`config.mk`:
```
export PLATFORM = sky130hd
export DESIGN_NAME = gsa_mac
export DESIGN_NICKNAME = d
export VERILOG_FILES = /design/src/rtl/core/gsa_pkg.sv /design/src/rtl/core/gsa_mac.sv
export SDC_FILE = /design/constraint.sdc
export NUM_CORES = 1
export LEC_CHECK = 0
export BUFFER_PORTS_ARGS = -buffer_cell sky130_fd_sc_hd__buf_4
export CORE_MARGIN = 2
export CORE_UTILIZATION = 65
export CTS_CLUSTER_SIZE = 20
export DETAILED_ROUTE_END_ITERATION = 16
export PLACE_DENSITY = 0.9
export SLEW_MARGIN = 5
export SYNTH_ARGS = -nofsm -noshare
export SYNTH_HDL_FRONTEND = slang
export SYNTH_SLANG_ARGS = --single-unit
```
`constraint.sdc`:
```
create_clock -name clk -period 21 [get_ports clk]
set_input_delay 3.15 -clock clk [delete_from_list [all_inputs] [get_ports clk]]
set_output_delay 3.15 -clock clk [all_outputs]
set_load 0.02 [all_outputs]
```
`src/rtl/core/gsa_pkg.sv`:
```
package gsa_pkg;

  // Map geometry and kernel size
  localparam int MAP_SIDE      = 160;
  localparam int CODEWORDS     = 16;
  localparam int SIGMA         = 10;
  localparam int RADIUS_MULT   = 3;
  localparam int RADIUS        = RADIUS_MULT * SIGMA;
  localparam int WIN           = 2 * RADIUS + 1;
  localparam int CELLS_PER_MAP = MAP_SIDE * MAP_SIDE;
  localparam int TOTAL_CELLS   = CODEWORDS * CELLS_PER_MAP;
  localparam int ROW_STEP      = MAP_SIDE - WIN + 1;

  // Field and datapath widths
  localparam int CMD_W   = 2;
  localparam int CW_W    = 4;
  localparam int OFS_W   = 8;
  localparam int WGT_W   = 24;
  localparam int ACC_W   = 32;
  localparam int G_W     = 17;
  localparam int PROD_W  = WGT_W + G_W;
  localparam int ADDR_W  = $clog2(TOTAL_CELLS);
  localparam int SADDR_W = ADDR_W + 2;
  localparam int COORD_W = $clog2(MAP_SIDE + 2 * RADIUS + 256) + 1;
  localparam int CNT_W   = $clog2(WIN);
  localparam int GIDX_W  = $clog2(RADIUS + 1);

  // Saturation limits
  localparam logic signed [ACC_W-1:0] ACC_MAX = {1'b0, {(ACC_W-1){1'b1}}};
  localparam logic signed [ACC_W-1:0] ACC_MIN = {1'b1, {(ACC_W-1){1'b0}}};

  // Command codes
  localparam logic [CMD_W-1:0] CMD_ADD   = 2'd0;
  localparam logic [CMD_W-1:0] CMD_SUB   = 2'd1;
  localparam logic [CMD_W-1:0] CMD_PROBE = 2'd2;
  localparam logic [CMD_W-1:0] CMD_NOP   = 2'd3;

  typedef struct packed {
    logic [CMD_W-1:0]        command;
    logic [CW_W-1:0]         codeword;
    logic signed [OFS_W-1:0] x_offset;
    logic signed [OFS_W-1:0] y_offset;
    logic [WGT_W-1:0]        weight;
  } gsa_in_t;

  typedef struct packed {
    logic signed [ACC_W-1:0] cell_value;
    logic                    in_bounds;
  } gsa_out_t;

  // Sequencer to multiply/accumulate unit
  typedef struct packed {
    logic load_a;    // weight * G(dx) into first product register
    logic load_amt;  // first product * G(dy) into cell amount register
    logic sub;       // subtract the amount rather than add it
  } gsa_mac_ctrl_t;

  // Gaussian kernel, G(d) in unsigned Q1.16, sigma 10
  function automatic logic [G_W-1:0] gauss_lut(input logic [GIDX_W-1:0] d);
    logic [G_W-1:0] g;
    unique case (d)
      5'd0:    g = 17'd65536;
      5'd1:    g = 17'd65209;
      5'd2:    g = 17'd64238;
      5'd3:    g = 17'd62652;
      5'd4:    g = 17'd60497;
      5'd5:    g = 17'd57835;
      5'd6:    g = 17'd54740;
      5'd7:    g = 17'd51295;
      5'd8:    g = 17'd47589;
      5'd9:    g = 17'd43711;
      5'd10:   g = 17'd39750;
      5'd11:   g = 17'd35788;
      5'd12:   g = 17'd31900;
      5'd13:   g = 17'd28151;
      5'd14:   g = 17'd24596;
      5'd15:   g = 17'd21276;
      5'd16:   g = 17'd18221;
      5'd17:   g = 17'd15450;
      5'd18:   g = 17'd12969;
      5'd19:   g = 17'd10779;
      5'd20:   g = 17'd8869;
      5'd21:   g = 17'd7225;
      5'd22:   g = 17'd5828;
      5'd23:   g = 17'd4653;
      5'd24:   g = 17'd3679;
      5'd25:   g = 17'd2879;
      5'd26:   g = 17'd2231;
      5'd27:   g = 17'd1712;
      5'd28:   g = 17'd1300;
      5'd29:   g = 17'd978;
      5'd30:   g = 17'd728;
      default: g = '0;
    endcase
    return g;
  endfunction

endpackage

```
`src/rtl/core/gsa_mac.sv`:
```
module gsa_mac (
  input  logic                                 clk,
  input  gsa_pkg::gsa_mac_ctrl_t               ctrl,
  input  logic [gsa_pkg::WGT_W-1:0]            weight,
  input  logic [gsa_pkg::G_W-1:0]              gx,
  input  logic [gsa_pkg::G_W-1:0]              gy,
  input  logic signed [gsa_pkg::ACC_W-1:0]     rd_data,
  output logic signed [gsa_pkg::ACC_W-1:0]     wr_data
);

  localparam int WIDE_W = gsa_pkg::ACC_W + 2;

  logic [gsa_pkg::WGT_W-1:0]  a_r;
  logic [gsa_pkg::WGT_W-1:0]  amt_r;
  logic [gsa_pkg::WGT_W-1:0]  op_l;
  logic [gsa_pkg::G_W-1:0]    op_r;
  logic [gsa_pkg::PROD_W-1:0] prod;
  logic [gsa_pkg::PROD_W-1:0] prod_rnd;
  logic [gsa_pkg::WGT_W-1:0]  rnd_q;
  logic signed [WIDE_W-1:0]   wide;
  logic                       sub_q;

  // Shared multiplier: weight*G(dx) first, then that product*G(dy)
  assign op_l     = ctrl.load_amt ? a_r : weight;
  assign op_r     = ctrl.load_amt ? gy : gx;
  assign prod     = gsa_pkg::PROD_W'(op_l) * gsa_pkg::PROD_W'(op_r);
  // Round half up and drop 16 fraction bits; never exceeds the left operand
  assign prod_rnd = prod + gsa_pkg::PROD_W'(32768);
  assign rnd_q    = prod_rnd[16 +: gsa_pkg::WGT_W];

  always_ff @(posedge clk) begin
    if (ctrl.load_a) begin
      a_r <= rnd_q;
    end
    if (ctrl.load_amt) begin
      amt_r <= rnd_q;
      sub_q <= ctrl.sub;
    end
  end

  // Saturating read-modify-write of the cell
  always_comb begin
    if (sub_q) begin
      wide = WIDE_W'(rd_data) - $signed({{(WIDE_W-gsa_pkg::WGT_W){1'b0}}, amt_r});
    end else begin
      wide = WIDE_W'(rd_data) + $signed({{(WIDE_W-gsa_pkg::WGT_W){1'b0}}, amt_r});
    end
    if (wide[WIDE_W-1:gsa_pkg::ACC_W-1] == '0 || wide[WIDE_W-1:gsa_pkg::ACC_W-1] == '1) begin
      wr_data = wide[gsa_pkg::ACC_W-1:0];
    end else if (!wide[WIDE_W-1]) begin
      wr_data = gsa_pkg::ACC_MAX;
    end else begin
      wr_data = gsa_pkg::ACC_MIN;
    end
  end

endmodule

```
==> key figures <==
Clocking
  • Worst-path clk slew: 70 ps
  • Cts bufs inserted: 5
  • H-tree levels: 2
  • Post-CTS Setup Bufs: 0
  • Clk root buf: clkbuf_16
  • CTS Sinks: 49
  • Skew-Pair Late Insertion Delay: 290 ps
  • CTS Hold Bufs: 0
  • TritonCTS clock tree: yes
  • CTS resizes: 0
  • Clock Tree Buf Depth: 2

Logic synthesis
  • Ranking of synthesized cells by area: fa_1, ha_1, inv_1, edfxtp_1, nor2_1
  • Syn Nets: 2536
  • Mapped Cells: 1954
  • Register area share after synthesis: 8.53%
  • Post-synth EDFFs: a little under 50
  • Yosys warning total: 0
  • Ys flop type: edfxtp_1
  • Unique cell type count in the Yosys netlist: a little over 60
  • Post-synth top area cell: fa_1
  • Synth Cell Area: 17200 µm²
  • Register bit total from synthesis: 49
  • Mean Syn Cell Area: 8.83 µm²
  • Ys async rst share: 0%
  • Post-synth top area share: 38.2%

Finish
  • Storage cell area: 1470 µm²
  • Commonest non-fill, non-tap cell in the layout: inv_1
  • Fillcell total: a little under 2000
  • Commonest cells after routing, fill and taps aside: inv_1, fa_1, nor2_1, nand2_1, ha_1
  • Layout area overhead: 8.39%
  • Final non-filler cell total: 2383
  • ANT cells: 0
  • Layout cell share with drive strength beyond 1: 10.8%
  • Multi-input logic area: between 10000 and 15000 µm²
  • Nets@finish: 2629
  • Finished Cell Area: 18700 µm²

Drt
  • Antenna Violating Nets Remaining: 0
  • DRC Markers: 0
  • Vias per cell: 6.05
  • Vias: 14400
  • Total iterations of the first detailed-routing run: 6
  • Final WL: 48600 µm
  • Avg WL per Cell: 20.4 µm
  • Number of DRC markers in iteration 0: 1350

Timing
  • Endpoints failing hold: 0
  • Worst relative slew slack: 5.90%
  • Final Skew: 4.57 ps
  • Crit share post-route: 56.2%
  • Slew Viols, Final: 0
  • Slack of the critical path: 9190 ps
  • RSZ-0062 raised after global routing: no
  • Worst-Margin Slew: ~1400 ps
  • F_max: 0.0847 GHz
  • Final setup fails: 0
  • Setup_tns: 0 ps
  • Fin crit period: 11810 ps

Place
  • I/O Buffers: 125
  • Dpl cell area: approximately 19000 µm²
  • RD Place Congestion: between 0.9 and 1
  • DP HPWL: 40000 µm
  • Setup WS pre-CTS: ~9000 ps
  • Dpl cells: 2375

Floorplanning
  • Core area: 26100 µm²
  • Die Footprint: 27900 µm²
  • Initial Util: 66.2%
  • Row count: 59
  • Die height: approximately 170 µm
  • Die extent in x: 167 µm
  • I/O Pins: ~130

GRT
  • Initial antenna violation count: 0
  • First-pass GRT wire length: approximately 77000 µm
  • GRT Residual Overflow: 0
  • Number of global-route vias before repair: between 10000 and 15000
  • Largest net degree at the start of global routing: between 50 and 60
  • Total global-route track usage: 35.4%

Flow run
  • MaxCap Viol Count: 0

Setup path
  • WP data required: about 21000 ps
  • Buf+Inv Stages, Crit Path: 6
  • Crit Path Category: in2reg
  • Arrival time at the worst endpoint: 11840 ps
  • Setup slack, reg-to-reg: 13290 ps
  • Crit Path Max Fanout: 56
  • CP most frequent cell: fa_1
  • Slowest Stage Delay on Critical Path: about 1200 ps
  • Slowest CP cell: mux2i_1
  • Crit start category: input pin
  • CP delay by family, top: adder cells
  • CP Cell Sequence: buf_4 > buf_4 > mux2i_1 > nor2_1 > fa_1 > inv_1 > fa_1 > fa_1 > inv_1 > fa_1 > fa_1 > inv_1 > fa_1 > inv_1 > ha_1 > a21o_1 > a21oi_1 > o211ai_1 > a211o_1 > nor3_1 > o31ai_1 > and4_1 > or3_1
  • Worst setup EP type: register

Worst hold path
  • HP Class: reg2reg

Status
  • Status: finished clean
[cells in the mapped netlist (3+ instances only)]
cell,count
inv_1,399
fa_1,329
nor2_1,237
nand2_1,233
ha_1,159
a21oi_1,66
xnor2_1,55
clkbuf_1,53
edfxtp_1,49
mux2i_1,41
mux2_2,39
a21o_1,33
o21ai_0,33
nor3_1,18
nand3_1,17
xor2_1,13
a211oi_1,11
a21oi_2,11
nand2b_1,11
and2_1,10
o21bai_1,10
and3_1,9
nand4_1,9
o31ai_1,9
or3_1,9
a31oi_1,8
o211ai_1,8
buf_1,7
nor4_1,6
o21a_1,6
maj3_1,5
a2111oi_0,4
o21ai_1,4
a21boi_0,3
nor2b_1,3
o311ai_0,3
[cell families (layout without fill, tap and decap cells)]
| group | Yosys count | count (layout) | synth area share (%) |
|---|---|---|---|
| fa+ha+maj | 493 | 493 | 50.0 |
| mux | 80 | 80 | 4.93 |
| flops | 49 | 49 | 8.53 |
| buf+inv | 463 | 557 | 10.2 |
| xor+xnor | 70 | 70 | 3.71 |
| simple gates | 577 | 577 | 14.1 |
| compound gates | 222 | 222 | 8.49 |
[area by class of cell]
type	instances	share of cell area (%)
tap	335	2.24
inverter	399	8.01
timing repair buffer	150	6.02
multi-input combinational	1442	75.1
clock inverter	3	0.114
sequential	49	7.87
clock buffer	5	0.669
[final timing paths]
kind                     from                 to  cells past startpoint
max                   ctrl[1]  a_r[23]$_DFFE_PP_                     23
min          a_r[0]$_DFFE_PP_   a_r[3]$_DFFE_PP_                      5
max reg2reg  a_r[7]$_DFFE_PP_  a_r[23]$_DFFE_PP_                     21
min reg2reg  a_r[0]$_DFFE_PP_   a_r[3]$_DFFE_PP_                      5
[sequential cells by signal, summed over array words and instances, names as in the netlist]
| name | flops |
|---|---|
| sub_q | 1 |
| amt_r | 24 |
| a_r | 24 |
[metrics by stage]
| stage | hold slack [ps] | util (%) |
|---|---|---|
| 2_1_floorplan | 1150 | - |
| 3_3_place_gp | 1450 | 71.2 |
| 3_5_place_dp | 1440 | 71.2 |
| 4_1_cts | 1460 | 71.7 |
| 5_1_grt | 1600 | 71.7 |
| 6_report | 1540 | 71.7 |
[worst register-to-register path: stages (launching register included)]
cell and delay, ps:
edfxtp_1 450, mux2i_1 970, nor2_1 170, fa_1 600, inv_1 60, fa_1 530, inv_1 40, ha_1 260
ha_1 280, inv_1 50, fa_1 460, fa_1 500, inv_1 50, ha_1 280, and2_0 180, a221oi_1 520
and3_1 280, a21oi_1 120, nor3_1 650, o31ai_1 350, and4_1 250, or3_1 400
[routing by layer]
| metal | vias up | global-route usage [%] | share of wire, % |
|---|---|---|---|
| met5 | - | 0 | 0 |
| met4 | 0 | 18.4 | 6.4 |
| met3 | 228 | 7.08 | 11 |
| met2 | 935 | 57.4 | 46 |
| met1 | 6961 | 45.4 | 37 |
| li1 | 6304 | - | - |
Power is not shown: default switching activity piles up to over one toggle a cycle in this logic, so the estimate is an artifact.
